===== src/rtl/rism_pkg.sv =====
// shared types and constants of the row interval set merge block
package rism_pkg;

  // result kinds
  localparam logic [1:0] KIND_MERGED = 2'd0;
  localparam logic [1:0] KIND_QUERY  = 2'd1;
  localparam logic [1:0] KIND_ERROR  = 2'd2;

  // error codes
  localparam logic [1:0] ERR_NONE     = 2'd0;
  localparam logic [1:0] ERR_INVALID  = 2'd1;
  localparam logic [1:0] ERR_TOO_MANY = 2'd2;

  // most merged results sent for one load
  localparam int unsigned RESULT_CAP = 16;

  // field widths on the channels
  localparam int unsigned ROW_IN_W  = 32;
  localparam int unsigned ROW_OUT_W = 20;

  // commands from controller to datapath
  typedef struct packed {
    logic take;       // latch the incoming transaction
    logic dec_load;   // update the load error flag
    logic q_init;     // open the search window
    logic q_rd;       // read the merged list at the window middle
    logic q_step;     // narrow the window
    logic q_out;      // send the query answer
    logic ins_init;   // insertion hole at the end of the load list
    logic ins_rd;     // read the entry below the hole
    logic ins_shift;  // move that entry up into the hole
    logic ins_put;    // write the new interval into the hole
    logic err_out;    // send the error result, drop the set
    logic mrg_init;   // start the merge walk
    logic mrg_rd;     // read the next sorted load entry
    logic mrg_step;   // fold it into the open merged interval
    logic mrg_put;    // close the last merged interval
    logic emt_rd;     // read the next merged entry for output
    logic emt_out;    // send it
  } cmd_t;

  // status from datapath to controller
  typedef struct packed {
    logic is_query;
    logic fin;
    logic failed;
    logic count_zero;
    logic load_full;
    logic ptr_is_one;
    logic shift_need;
    logic search_open;
    logic mrg_last;
    logic emt_last;
    logic out_free;
  } status_t;

endpackage


===== src/rtl/rism_if.sv =====
// channel interfaces for load/query transactions and results
interface rism_item_if;
  logic                            valid;
  logic                            ready;
  logic                            opcode;
  logic [rism_pkg::ROW_IN_W-1:0]   range_start;
  logic [rism_pkg::ROW_IN_W-1:0]   range_end;
  logic                            final_interval;
  logic [rism_pkg::ROW_IN_W-1:0]   query_row;

  modport source (output valid, opcode, range_start, range_end, final_interval, query_row,
                  input ready);
  modport sink (input valid, opcode, range_start, range_end, final_interval, query_row,
                output ready);
endinterface

interface rism_result_if;
  logic                            valid;
  logic                            ready;
  logic [1:0]                      result_kind;
  logic [rism_pkg::ROW_OUT_W-1:0]  merged_start;
  logic [rism_pkg::ROW_OUT_W-1:0]  merged_end;
  logic                            covered;
  logic [1:0]                      error_code;
  logic                            run_end;

  modport source (output valid, result_kind, merged_start, merged_end, covered, error_code,
                  run_end, input ready);
  modport sink (input valid, result_kind, merged_start, merged_end, covered, error_code,
                run_end, output ready);
endinterface


===== src/rtl/row_interval_set_merge.sv =====
// top level of the row interval set merge block
// usage:
//   item channel: opcode 0 loads one inclusive row interval, final_interval closes
//   the load; opcode 1 asks whether query_row lies in the merged set
//   result channel: one answer per query; per closed load either the merged
//   intervals in start order (at most sixteen) or one error transaction, run_end
//   marking the last transaction caused by an item
// operation:
//   one item at a time; a query runs a binary search over the merged list memory,
//   each probe going through its registered read port; every load is inserted
//   into the start-ordered load list by comparing with and shifting up the
//   entries that start later, and is not stored once the list is full; a
//   closing load then walks the sorted load list to merge it, closes the merged
//   list and sends the merged transactions, or sends one error transaction
// reset: control state clears, the set is empty and no load is open
// stall: a finished transaction waits in the output register; the block stops
//   in the state that produces the next transaction until the slot frees
module row_interval_set_merge #(
  parameter int unsigned      MAX_INTERVALS = 16,
  parameter longint unsigned  ROW_LIMIT     = 1048576
) (
  input  logic            clk,
  input  logic            rst,
  rism_item_if.sink       item,
  rism_result_if.source   result
);

  rism_pkg::cmd_t     cmd;
  rism_pkg::status_t  status;

  // sequencing
  rism_ctrl u_ctrl (
    .clk        (clk),
    .rst        (rst),
    .item_valid (item.valid),
    .item_ready (item.ready),
    .status     (status),
    .cmd        (cmd)
  );

  // storage, compare logic and output register
  rism_dp #(
    .MAX_INTERVALS (MAX_INTERVALS),
    .ROW_LIMIT     (ROW_LIMIT)
  ) u_dp (
    .clk            (clk),
    .rst            (rst),
    .cmd            (cmd),
    .status         (status),
    .opcode         (item.opcode),
    .range_start    (item.range_start),
    .range_end      (item.range_end),
    .final_interval (item.final_interval),
    .query_row      (item.query_row),
    .result_valid   (result.valid),
    .result_ready   (result.ready),
    .result_kind    (result.result_kind),
    .merged_start   (result.merged_start),
    .merged_end     (result.merged_end),
    .covered        (result.covered),
    .error_code     (result.error_code),
    .run_end        (result.run_end)
  );

  // one transaction in flight: the item side closes right after an accept
  a_one_item : assert property (@(posedge clk) disable iff (rst)
    item.valid && item.ready |=> !item.ready)
    else $error("item accepted while another is in progress");

  // an error result always ends its run and carries a code
  a_err_shape : assert property (@(posedge clk) disable iff (rst)
    result.valid && (result.result_kind == rism_pkg::KIND_ERROR) |->
      result.run_end && (result.error_code != rism_pkg::ERR_NONE))
    else $error("malformed error result");

  // query answers are single transactions with no interval payload
  a_query_shape : assert property (@(posedge clk) disable iff (rst)
    result.valid && (result.result_kind == rism_pkg::KIND_QUERY) |->
      result.run_end && (result.merged_start == '0) && (result.merged_end == '0))
    else $error("malformed query answer");

  // a merged interval never runs backwards
  a_merged_order : assert property (@(posedge clk) disable iff (rst)
    result.valid && (result.result_kind == rism_pkg::KIND_MERGED) |->
      (result.merged_start <= result.merged_end) || (ROW_LIMIT > 1048576))
    else $error("merged interval with start above end");

endmodule


===== src/rtl/rism_dp.sv =====
// datapath: load list, merged list, search window and output register
module rism_dp #(
  parameter int unsigned      MAX_INTERVALS = 16,
  parameter longint unsigned  ROW_LIMIT     = 1048576
) (
  input  logic                            clk,
  input  logic                            rst,
  input  rism_pkg::cmd_t                  cmd,
  output rism_pkg::status_t               status,
  input  logic                            opcode,
  input  logic [rism_pkg::ROW_IN_W-1:0]   range_start,
  input  logic [rism_pkg::ROW_IN_W-1:0]   range_end,
  input  logic                            final_interval,
  input  logic [rism_pkg::ROW_IN_W-1:0]   query_row,
  output logic                            result_valid,
  input  logic                            result_ready,
  output logic [1:0]                      result_kind,
  output logic [rism_pkg::ROW_OUT_W-1:0]  merged_start,
  output logic [rism_pkg::ROW_OUT_W-1:0]  merged_end,
  output logic                            covered,
  output logic [1:0]                      error_code,
  output logic                            run_end
);

  localparam int unsigned CntW = $clog2(MAX_INTERVALS + 1);
  localparam int unsigned IdxW = (MAX_INTERVALS > 1) ? $clog2(MAX_INTERVALS) : 1;
  localparam int unsigned RowW = $clog2(ROW_LIMIT);
  localparam int unsigned InW  = rism_pkg::ROW_IN_W;
  localparam int unsigned OutW = rism_pkg::ROW_OUT_W;

  typedef struct packed {
    logic [RowW-1:0] s;
    logic [RowW-1:0] e;
  } pair_t;

  // latched transaction
  logic            it_op;
  logic [InW-1:0]  it_s;
  logic [InW-1:0]  it_e;
  logic            it_fin;
  logic [InW-1:0]  it_row;

  // set state
  logic [CntW-1:0] load_count;
  logic [1:0]      load_failed;
  logic [CntW-1:0] merged_count;

  // working registers
  logic [CntW-1:0] ptr;
  logic [CntW-1:0] lo;
  logic [CntW-1:0] hi;
  logic [CntW-1:0] m;
  logic            hit;
  pair_t           cur;

  // memories
  pair_t lmem [MAX_INTERVALS];
  pair_t mmem [MAX_INTERVALS];
  pair_t lrd;
  pair_t mrd;

  logic            invalid;
  pair_t           it_pair;
  logic [CntW-1:0] ptr_m1;
  logic [CntW:0]   ptr_p1;
  logic [CntW:0]   mid_sum;
  logic [CntW-1:0] mid;
  logic [IdxW-1:0] l_ra;
  logic [IdxW-1:0] m_ra;
  logic            l_we;
  pair_t           l_wd;
  logic            m_we;
  logic            joins;
  logic [RowW-1:0] max_e;
  logic            s_le_row;
  logic            row_le_e;

  assign invalid  = (it_s > it_e) || (64'(it_e) >= 64'(ROW_LIMIT));
  assign it_pair  = '{s: it_s[RowW-1:0], e: it_e[RowW-1:0]};
  assign ptr_m1   = ptr - CntW'(1);
  assign ptr_p1   = {1'b0, ptr} + (CntW + 1)'(1);
  assign mid_sum  = {1'b0, lo} + {1'b0, hi};
  assign mid      = mid_sum[CntW:1];
  assign l_ra     = cmd.ins_rd ? ptr_m1[IdxW-1:0] : ptr[IdxW-1:0];
  assign m_ra     = cmd.q_rd ? mid[IdxW-1:0] : ptr[IdxW-1:0];
  assign joins    = ({1'b0, lrd.s} <= ({1'b0, cur.e} + (RowW + 1)'(1)));
  assign max_e    = (lrd.e > cur.e) ? lrd.e : cur.e;
  assign s_le_row = (InW'(mrd.s) <= it_row);
  assign row_le_e = (it_row <= InW'(mrd.e));
  assign l_we     = cmd.ins_shift || cmd.ins_put;
  assign l_wd     = cmd.ins_shift ? lrd : it_pair;
  assign m_we     = (cmd.mrg_step && (ptr != '0) && !joins) || cmd.mrg_put;

  always_ff @(posedge clk) begin
    if (l_we) begin
      lmem[ptr[IdxW-1:0]] <= l_wd;
    end
    if (cmd.ins_rd || cmd.mrg_rd) begin
      lrd <= lmem[l_ra];
    end
  end

  always_ff @(posedge clk) begin
    if (m_we) begin
      mmem[m[IdxW-1:0]] <= cur;
    end
    if (cmd.q_rd || cmd.emt_rd) begin
      mrd <= mmem[m_ra];
    end
  end

  // transaction latch and working registers
  always_ff @(posedge clk) begin
    if (cmd.take) begin
      it_op  <= opcode;
      it_s   <= range_start;
      it_e   <= range_end;
      it_fin <= final_interval;
      it_row <= query_row;
    end
    if (cmd.q_init) begin
      lo  <= '0;
      hi  <= merged_count;
      hit <= 1'b0;
    end
    if (cmd.q_step) begin
      if (s_le_row) begin
        lo  <= mid + CntW'(1);
        hit <= row_le_e;
      end else begin
        hi <= mid;
      end
    end
    if (cmd.ins_init) begin
      ptr <= load_count;
    end
    if (cmd.ins_shift) begin
      ptr <= ptr_m1;
    end
    if (cmd.mrg_init) begin
      ptr <= '0;
      m   <= '0;
    end
    if (cmd.mrg_step) begin
      ptr <= ptr_p1[CntW-1:0];
      if (ptr == '0) begin
        cur <= lrd;
      end else if (joins) begin
        cur.e <= max_e;
      end else begin
        m   <= m + CntW'(1);
        cur <= lrd;
      end
    end
    if (cmd.mrg_put) begin
      ptr <= '0;
    end
    if (cmd.emt_out) begin
      ptr <= ptr_p1[CntW-1:0];
    end
  end

  // set state
  always_ff @(posedge clk) begin
    if (rst) begin
      load_count   <= '0;
      load_failed  <= rism_pkg::ERR_NONE;
      merged_count <= '0;
    end else begin
      if (cmd.dec_load) begin
        if (invalid) begin
          load_failed <= rism_pkg::ERR_INVALID;
        end else if (status.load_full && (load_failed == rism_pkg::ERR_NONE)) begin
          load_failed <= rism_pkg::ERR_TOO_MANY;
        end
      end
      if (cmd.ins_put) begin
        load_count <= load_count + CntW'(1);
      end
      if (cmd.err_out) begin
        load_count   <= '0;
        load_failed  <= rism_pkg::ERR_NONE;
        merged_count <= '0;
      end
      if (cmd.mrg_put) begin
        load_count   <= '0;
        load_failed  <= rism_pkg::ERR_NONE;
        merged_count <= m + CntW'(1);
      end
    end
  end

  // output register
  always_ff @(posedge clk) begin
    if (rst) begin
      result_valid <= 1'b0;
    end else if (cmd.q_out || cmd.err_out || cmd.emt_out) begin
      result_valid <= 1'b1;
    end else if (result_ready) begin
      result_valid <= 1'b0;
    end
  end

  always_ff @(posedge clk) begin
    if (cmd.q_out) begin
      result_kind  <= rism_pkg::KIND_QUERY;
      merged_start <= '0;
      merged_end   <= '0;
      covered      <= hit;
      error_code   <= rism_pkg::ERR_NONE;
      run_end      <= 1'b1;
    end else if (cmd.err_out) begin
      result_kind  <= rism_pkg::KIND_ERROR;
      merged_start <= '0;
      merged_end   <= '0;
      covered      <= 1'b0;
      error_code   <= load_failed;
      run_end      <= 1'b1;
    end else if (cmd.emt_out) begin
      result_kind  <= rism_pkg::KIND_MERGED;
      merged_start <= OutW'(mrd.s);
      merged_end   <= OutW'(mrd.e);
      covered      <= 1'b0;
      error_code   <= rism_pkg::ERR_NONE;
      run_end      <= status.emt_last;
    end
  end

  assign status.is_query    = it_op;
  assign status.fin         = it_fin;
  assign status.failed      = (load_failed != rism_pkg::ERR_NONE);
  assign status.count_zero  = (load_count == '0);
  assign status.load_full   = (load_count == CntW'(MAX_INTERVALS));
  assign status.ptr_is_one  = (ptr == CntW'(1));
  assign status.shift_need  = (lrd.s > it_s[RowW-1:0]);
  assign status.search_open = (lo < hi);
  assign status.mrg_last    = (ptr_p1 == {1'b0, load_count});
  assign status.emt_last    = (ptr_p1 == {1'b0, merged_count}) ||
                              (32'(ptr_p1) == rism_pkg::RESULT_CAP);
  assign status.out_free    = !result_valid || result_ready;

endmodule


===== src/rtl/rism_ctrl.sv =====
// controller state machine sequencing queries, inserts, merge and output
module rism_ctrl (
  input  logic               clk,
  input  logic               rst,
  input  logic               item_valid,
  output logic               item_ready,
  input  rism_pkg::status_t  status,
  output rism_pkg::cmd_t     cmd
);

  localparam logic [3:0] ST_IDLE    = 4'd0;
  localparam logic [3:0] ST_DEC     = 4'd1;
  localparam logic [3:0] ST_Q_RD    = 4'd2;
  localparam logic [3:0] ST_Q_CMP   = 4'd3;
  localparam logic [3:0] ST_Q_OUT   = 4'd4;
  localparam logic [3:0] ST_INS_RD  = 4'd5;
  localparam logic [3:0] ST_INS_CMP = 4'd6;
  localparam logic [3:0] ST_INS_PUT = 4'd7;
  localparam logic [3:0] ST_FIN     = 4'd8;
  localparam logic [3:0] ST_ERR     = 4'd9;
  localparam logic [3:0] ST_MRG_RD  = 4'd10;
  localparam logic [3:0] ST_MRG_CMP = 4'd11;
  localparam logic [3:0] ST_MRG_PUT = 4'd12;
  localparam logic [3:0] ST_EMT_RD  = 4'd13;
  localparam logic [3:0] ST_EMT_OUT = 4'd14;

  logic [3:0] state;
  logic [3:0] state_next;

  assign item_ready = (state == ST_IDLE);

  always_ff @(posedge clk) begin
    if (rst) begin
      state <= ST_IDLE;
    end else begin
      state <= state_next;
    end
  end

  always_comb begin
    cmd        = '0;
    state_next = state;
    case (state)
      ST_IDLE: begin
        if (item_valid) begin
          cmd.take   = 1'b1;
          state_next = ST_DEC;
        end
      end
      ST_DEC: begin
        if (status.is_query) begin
          cmd.q_init = 1'b1;
          state_next = ST_Q_RD;
        end else begin
          cmd.dec_load = 1'b1;
          if (status.load_full) begin
            state_next = ST_FIN;
          end else begin
            cmd.ins_init = 1'b1;
            state_next   = status.count_zero ? ST_INS_PUT : ST_INS_RD;
          end
        end
      end
      ST_Q_RD: begin
        if (status.search_open) begin
          cmd.q_rd   = 1'b1;
          state_next = ST_Q_CMP;
        end else begin
          state_next = ST_Q_OUT;
        end
      end
      ST_Q_CMP: begin
        cmd.q_step = 1'b1;
        state_next = ST_Q_RD;
      end
      ST_Q_OUT: begin
        if (status.out_free) begin
          cmd.q_out  = 1'b1;
          state_next = ST_IDLE;
        end
      end
      ST_INS_RD: begin
        cmd.ins_rd = 1'b1;
        state_next = ST_INS_CMP;
      end
      ST_INS_CMP: begin
        if (status.shift_need) begin
          cmd.ins_shift = 1'b1;
          state_next    = status.ptr_is_one ? ST_INS_PUT : ST_INS_RD;
        end else begin
          state_next = ST_INS_PUT;
        end
      end
      ST_INS_PUT: begin
        cmd.ins_put = 1'b1;
        state_next  = ST_FIN;
      end
      ST_FIN: begin
        if (!status.fin) begin
          state_next = ST_IDLE;
        end else if (status.failed) begin
          state_next = ST_ERR;
        end else begin
          cmd.mrg_init = 1'b1;
          state_next   = ST_MRG_RD;
        end
      end
      ST_ERR: begin
        if (status.out_free) begin
          cmd.err_out = 1'b1;
          state_next  = ST_IDLE;
        end
      end
      ST_MRG_RD: begin
        cmd.mrg_rd = 1'b1;
        state_next = ST_MRG_CMP;
      end
      ST_MRG_CMP: begin
        cmd.mrg_step = 1'b1;
        state_next   = status.mrg_last ? ST_MRG_PUT : ST_MRG_RD;
      end
      ST_MRG_PUT: begin
        cmd.mrg_put = 1'b1;
        state_next  = ST_EMT_RD;
      end
      ST_EMT_RD: begin
        cmd.emt_rd = 1'b1;
        state_next = ST_EMT_OUT;
      end
      ST_EMT_OUT: begin
        if (status.out_free) begin
          cmd.emt_out = 1'b1;
          state_next  = status.emt_last ? ST_IDLE : ST_EMT_RD;
        end
      end
      default: begin
        state_next = ST_IDLE;
      end
    endcase
  end

endmodule


===== src/flat_wrapper.sv =====
// flat-port wrapper written by rule: the top's interface ports become plain ports
module row_interval_set_merge_flat 
#(
  parameter int unsigned      MAX_INTERVALS = 16,
  parameter longint unsigned  ROW_LIMIT     = 1048576
)
  (clk, rst, item_valid, item_opcode, item_range_start, item_range_end, item_final_interval, item_query_row, item_ready, result_valid, result_result_kind, result_merged_start, result_merged_end, result_covered, result_error_code, result_run_end, result_ready);
  rism_item_if item_i ();
  rism_result_if result_i ();
  input  logic clk;
  input  logic rst;
  input wire logic [$bits(item_i.valid)-1:0] item_valid;
  input wire logic [$bits(item_i.opcode)-1:0] item_opcode;
  input wire logic [$bits(item_i.range_start)-1:0] item_range_start;
  input wire logic [$bits(item_i.range_end)-1:0] item_range_end;
  input wire logic [$bits(item_i.final_interval)-1:0] item_final_interval;
  input wire logic [$bits(item_i.query_row)-1:0] item_query_row;
  output wire logic [$bits(item_i.ready)-1:0] item_ready;
  output wire logic [$bits(result_i.valid)-1:0] result_valid;
  output wire logic [$bits(result_i.result_kind)-1:0] result_result_kind;
  output wire logic [$bits(result_i.merged_start)-1:0] result_merged_start;
  output wire logic [$bits(result_i.merged_end)-1:0] result_merged_end;
  output wire logic [$bits(result_i.covered)-1:0] result_covered;
  output wire logic [$bits(result_i.error_code)-1:0] result_error_code;
  output wire logic [$bits(result_i.run_end)-1:0] result_run_end;
  input wire logic [$bits(result_i.ready)-1:0] result_ready;
  assign item_i.valid = item_valid;
  assign item_i.opcode = item_opcode;
  assign item_i.range_start = item_range_start;
  assign item_i.range_end = item_range_end;
  assign item_i.final_interval = item_final_interval;
  assign item_i.query_row = item_query_row;
  assign item_ready = item_i.ready;
  assign result_valid = result_i.valid;
  assign result_result_kind = result_i.result_kind;
  assign result_merged_start = result_i.merged_start;
  assign result_merged_end = result_i.merged_end;
  assign result_covered = result_i.covered;
  assign result_error_code = result_i.error_code;
  assign result_run_end = result_i.run_end;
  assign result_i.ready = result_ready;
  row_interval_set_merge #(.MAX_INTERVALS(MAX_INTERVALS), .ROW_LIMIT(ROW_LIMIT)) u_core (.clk(clk), .rst(rst), .item(item_i), .result(result_i));
endmodule

===== config.mk =====
export PLATFORM = sky130hd
export DESIGN_NAME = row_interval_set_merge_flat
export DESIGN_NICKNAME = d
export VERILOG_FILES = /design/src/rtl/rism_pkg.sv /design/src/rtl/rism_if.sv /design/src/rtl/row_interval_set_merge.sv /design/src/rtl/rism_dp.sv /design/src/rtl/rism_ctrl.sv /design/src/flat_wrapper.sv
export SDC_FILE = /design/constraint.sdc
export NUM_CORES = 2
export LEC_CHECK = 0
export BUFFER_PORTS_ARGS = -buffer_cell sky130_fd_sc_hd__buf_2
export CORE_ASPECT_RATIO = 0.7
export CORE_MARGIN = 5
export CORE_UTILIZATION = 51
export CTS_CLUSTER_SIZE = 8
export DETAILED_ROUTE_END_ITERATION = 7
export GPL_TIMING_DRIVEN = 0
export PLACE_DENSITY = 0.64
export REMOVE_ABC_BUFFERS = 1
export SLEW_MARGIN = 10
export SYNTH_ARGS = -nofsm -noshare
export SYNTH_HDL_FRONTEND = slang
export SYNTH_SLANG_ARGS = --single-unit

===== constraint.sdc =====
create_clock -name clk -period 14.61 [get_ports clk]
set_input_delay 2.1915 -clock clk [delete_from_list [all_inputs] [get_ports clk]]
set_output_delay 2.1915 -clock clk [all_outputs]
set_load 0.01 [all_outputs]

==> results.json <==
{
  "dr_total_vias": 39000,
  "clockBufferDepth": 3,
  "drive_gt1_frac": 0.217,
  "dieArea_um2": 139000,
  "setup_slack_ns": 7.47,
  "clock_sinks": 1582,
  "antenna_found_initial": 0,
  "clk_latency_ns": 0.84,
  "syn_to_final_growth_pct": 16.9,
  "io_pins": 150,
  "syn_inst": 4122,
  "worst_slew_pin_slew_ns": 1.31,
  "synth.avg_cell_area_um2": 16.3,
  "place_congestion": 0.796,
  "initial_core_util": 0.513,
  "critPathLaunch": "u_core.u_dp.cur[0]",
  "fp.dieW_um": 444,
  "synth_warnings": 0,
  "required_ns": 15.17,
  "drtIter0Drc": 4556,
  "wl_mm": 173,
  "crit_path_end_kind": "flip-flop",
  "min_from": "u_core.u_dp.merged_end[8]",
  "hold_class": "reg -> reg",
  "drt_pass1_iterations": 6,
  "cts_hold_buf": 0,
  "finalHoldViolCount": 0,
  "cts_tree": "built",
  "cp_slowest_stage_delay_ns": 1.09,
  "clk_pin_slew_worst_paths_ns": 0.05,
  "pwr_density_cell_nw_per_um2": 162,
  "grt_pass1_wl_mm": 256,
  "rsz0062_at_grt": "no",
  "clock_skew_ns": 0.0301,
  "cp.arrival_ns": 7.69,
  "clock.fmax_mhz": 140,
  "grt_pass1_vias": 38300,
  "cts_setup_buffers": 0,
  "ys_seq_area_frac": 0.695,
  "critPathMaxFanout": 20,
  "cts_resized": 0,
  "peakVddDrop_v": 0.000133,
  "nets": 4693,
  "root_buffer": "clkbuf_16",
  "dp_slack_ns": 7.86,
  "finalMaxSlewViolations": 0,
  "critical_path_class": "reg -> reg",
  "fill_cells": 9522,
  "syn_area_um2": 67300,
  "synth-edff-count": 1504,
  "timing.rr.start": "u_core.u_dp.cur[0]",
  "ys_seq_elements": 1582,
  "core-area_um2": 131000,
  "rows": 111,
  "h-tree-depth": 4,
  "timing.setup.tns_ns": 0,
  "die-height_um": 314,
  "fin_crit_sh": 0.488,
  "leakage_nw": 27.7,
  "crit_slowest_cell": "o31a_1",
  "outcome": "finished clean",
  "setup_viol": 0,
  "yosysUniqueCellTypes": 72,
  "finalInstanceArea_um2": 78600,
  "drc": 0,
  "io_buffers": 149,
  "viasPerCell": 6.23,
  "dpl-instance-area_um2": 72800,
  "cp-start-kind": "flip-flop",
  "grt_max_degree": 75,
  "cts_made_buffers": 215,
  "track_usage": 0.247,
  "grt-ovfl-total": 0,
  "async_flop_share": 0,
  "wire_per_inst_um": 27.6,
  "relSlewSlack": 0.117,
  "final.min_clock_period_ns": 7.14,
  "place_hpwl_mm": 111,
  "cap_violations": 0,
  "antenna_left": 0,
  "path_cells": "nand3_1 > nor3_1 > and3_1 > nand3_1 > xnor2_1 > ha_1 > nand3_1 > nor2_1 > nand4_1 > o221a_2 > o21ai_1 > o31a_1 > nor4b_2 > buf_4 > buf_4 > buf_4 > buf_2",
  "ys.flop_type": "edfxtp_1"
}
metrics by stage:
stage | instances | total power [W] | util | hold slack [ns]
after floorplan | 3864 | 0.00769 | - | 0.434
after global placement | 5764 | 0.00878 | 0.527 | 0.438
after detailed placement | 5971 | 0.00840 | 0.556 | 0.442
after CTS | 6257 | 0.0128 | 0.600 | 0.455
after global routing | 6257 | 0.0133 | 0.600 | 0.478
final | 6258 | 0.0128 | 0.600 | 0.450
worst max-delay path, delay by kind of cell, from the launching register on:
family                   cells  cell delay, ns
AO/OA/AOI/OAI                3            1.81
XOR/XNOR                     1            0.17
adder cells (fa/ha/maj)      1            0.32
buffers and inverters        4            0.83
flip-flops                   1            0.82
AND/OR/NAND/NOR              8            2.89
final cells by class:
class | count | area (um2) | share of cell area
Sequential cell | 1582 | 46700 | 0.594
Multi-Input combinational cell | 2062 | 19100 | 0.243
Clock buffer | 272 | 5620 | 0.0714
Timing Repair Buffer | 356 | 3910 | 0.0498
Tap cell | 1751 | 2190 | 0.0279
Inverter | 220 | 828 | 0.0105
Clock inverter | 14 | 211 | 0.00269
Antenna cell | 1 | 2.50 | 0.0000318
cell families after synthesis:
kind of cell | after synthesis | share of synthesized area
compound gates | 604 | 0.0703
flops | 1582 | 0.695
xor+xnor | 53 | 0.00755
simple gates | 744 | 0.0551
fa+ha+maj | 154 | 0.0288
buf+inv | 478 | 0.0293
mux | 507 | 0.114
Yosys cell counts, types with 5 or more instances:
cell type	count	area, um2
edfxtp_1	1504	45200
nand2_1	232	871
mux2i_1	221	2210
inv_1	217	815
mux4_2	200	4500
clkbuf_1	187	702
nand3_1	156	781
ha_1	153	1910
nor3_1	96	480
nand2b_1	94	588
o211ai_1	88	661
o21ai_0	85	425
mux2_2	83	935
a22oi_1	80	601
a311oi_1	80	701
dfxtp_1	78	1560
nor2_1	52	195
a21oi_1	51	255
a21o_1	43	323
a32oi_1	42	368
buf_2	40	200
o221ai_2	40	601
xnor2_1	40	350
nand4_1	35	219
a22o_1	21	184
nor2b_1	16	100
buf_1	14	52.6
buf_6	14	158
o211a_1	14	140
a31oi_1	12	75.1
nor4_1	12	75.1
xor2_1	10	87.6
o21a_1	9	67.6
and2_1	7	43.8
and3_1	7	43.8
and4_1	6	52.6
nor4b_1	6	52.6
nor4bb_1	6	60.1
o2111a_1	6	67.6
a211oi_1	5	37.5
o31ai_1	5	37.5
metal layers:
layer  routed length, um  up-vias  GRT usage
li1                    -    16900          -
met1               76700    19900      0.380
met2               76800     1915      0.362
met3               15600      270     0.0491
met4                3890        0     0.0672
met5                   0        -          0
flip-flops by register name, indices dropped and copies added (netlist names), 2 cells and up:
signal	cells
u_core.u_dp.lmem	640
u_core.u_dp.mmem	640
u_core.u_dp.cur	40
u_core.u_dp.lrd	40
u_core.u_dp.mrd	40
u_core.u_dp.it_e	32
u_core.u_dp.it_row	32
u_core.u_dp.it_s	32
u_core.u_dp.merged_end	20
u_core.u_dp.merged_start	20
u_core.u_dp.hi	5
u_core.u_dp.lo	5
u_core.u_dp.load_count	5
u_core.u_dp.m	5
u_core.u_dp.merged_count	5
u_core.u_dp.ptr	5
u_core.u_ctrl.state	4
u_core.u_dp.error_code	2
u_core.u_dp.load_failed	2
u_core.u_dp.result_kind	2
power breakdown:
group	switching, W	internal (W)
logic	0.00161	0.00122
registers	0.000156	0.00533
clock network	0.00181	0.00264
worst paths after layout:
| check | slack (ns) | endpoint | cells after the start |
|---|---|---|---|
| hold reg to reg | 0.45 | u_core.u_dp.merged_end[8] | 2 |
| setup / recovery | 7.47 | u_core.u_dp.mmem[2][35] | 17 |
| hold / removal | 0.45 | u_core.u_dp.merged_end[8] | 2 |
| setup reg to reg | 7.47 | u_core.u_dp.mmem[2][35] | 17 |
placed cells by master (no fill, tap or decap), drive strengths merged, types with 86 or more instances in the layout:
master / n
buf: 356
clkbuf: 272
edfxtp: 1504
ha: 153
inv: 227
mux2: 86
mux2i: 221
mux4: 200
nand2: 232
nand2b: 94
nand3: 157
nor3: 96
o211ai: 88
o21ai: 89
No activity file was read; power rests on OpenSTA's default activity.
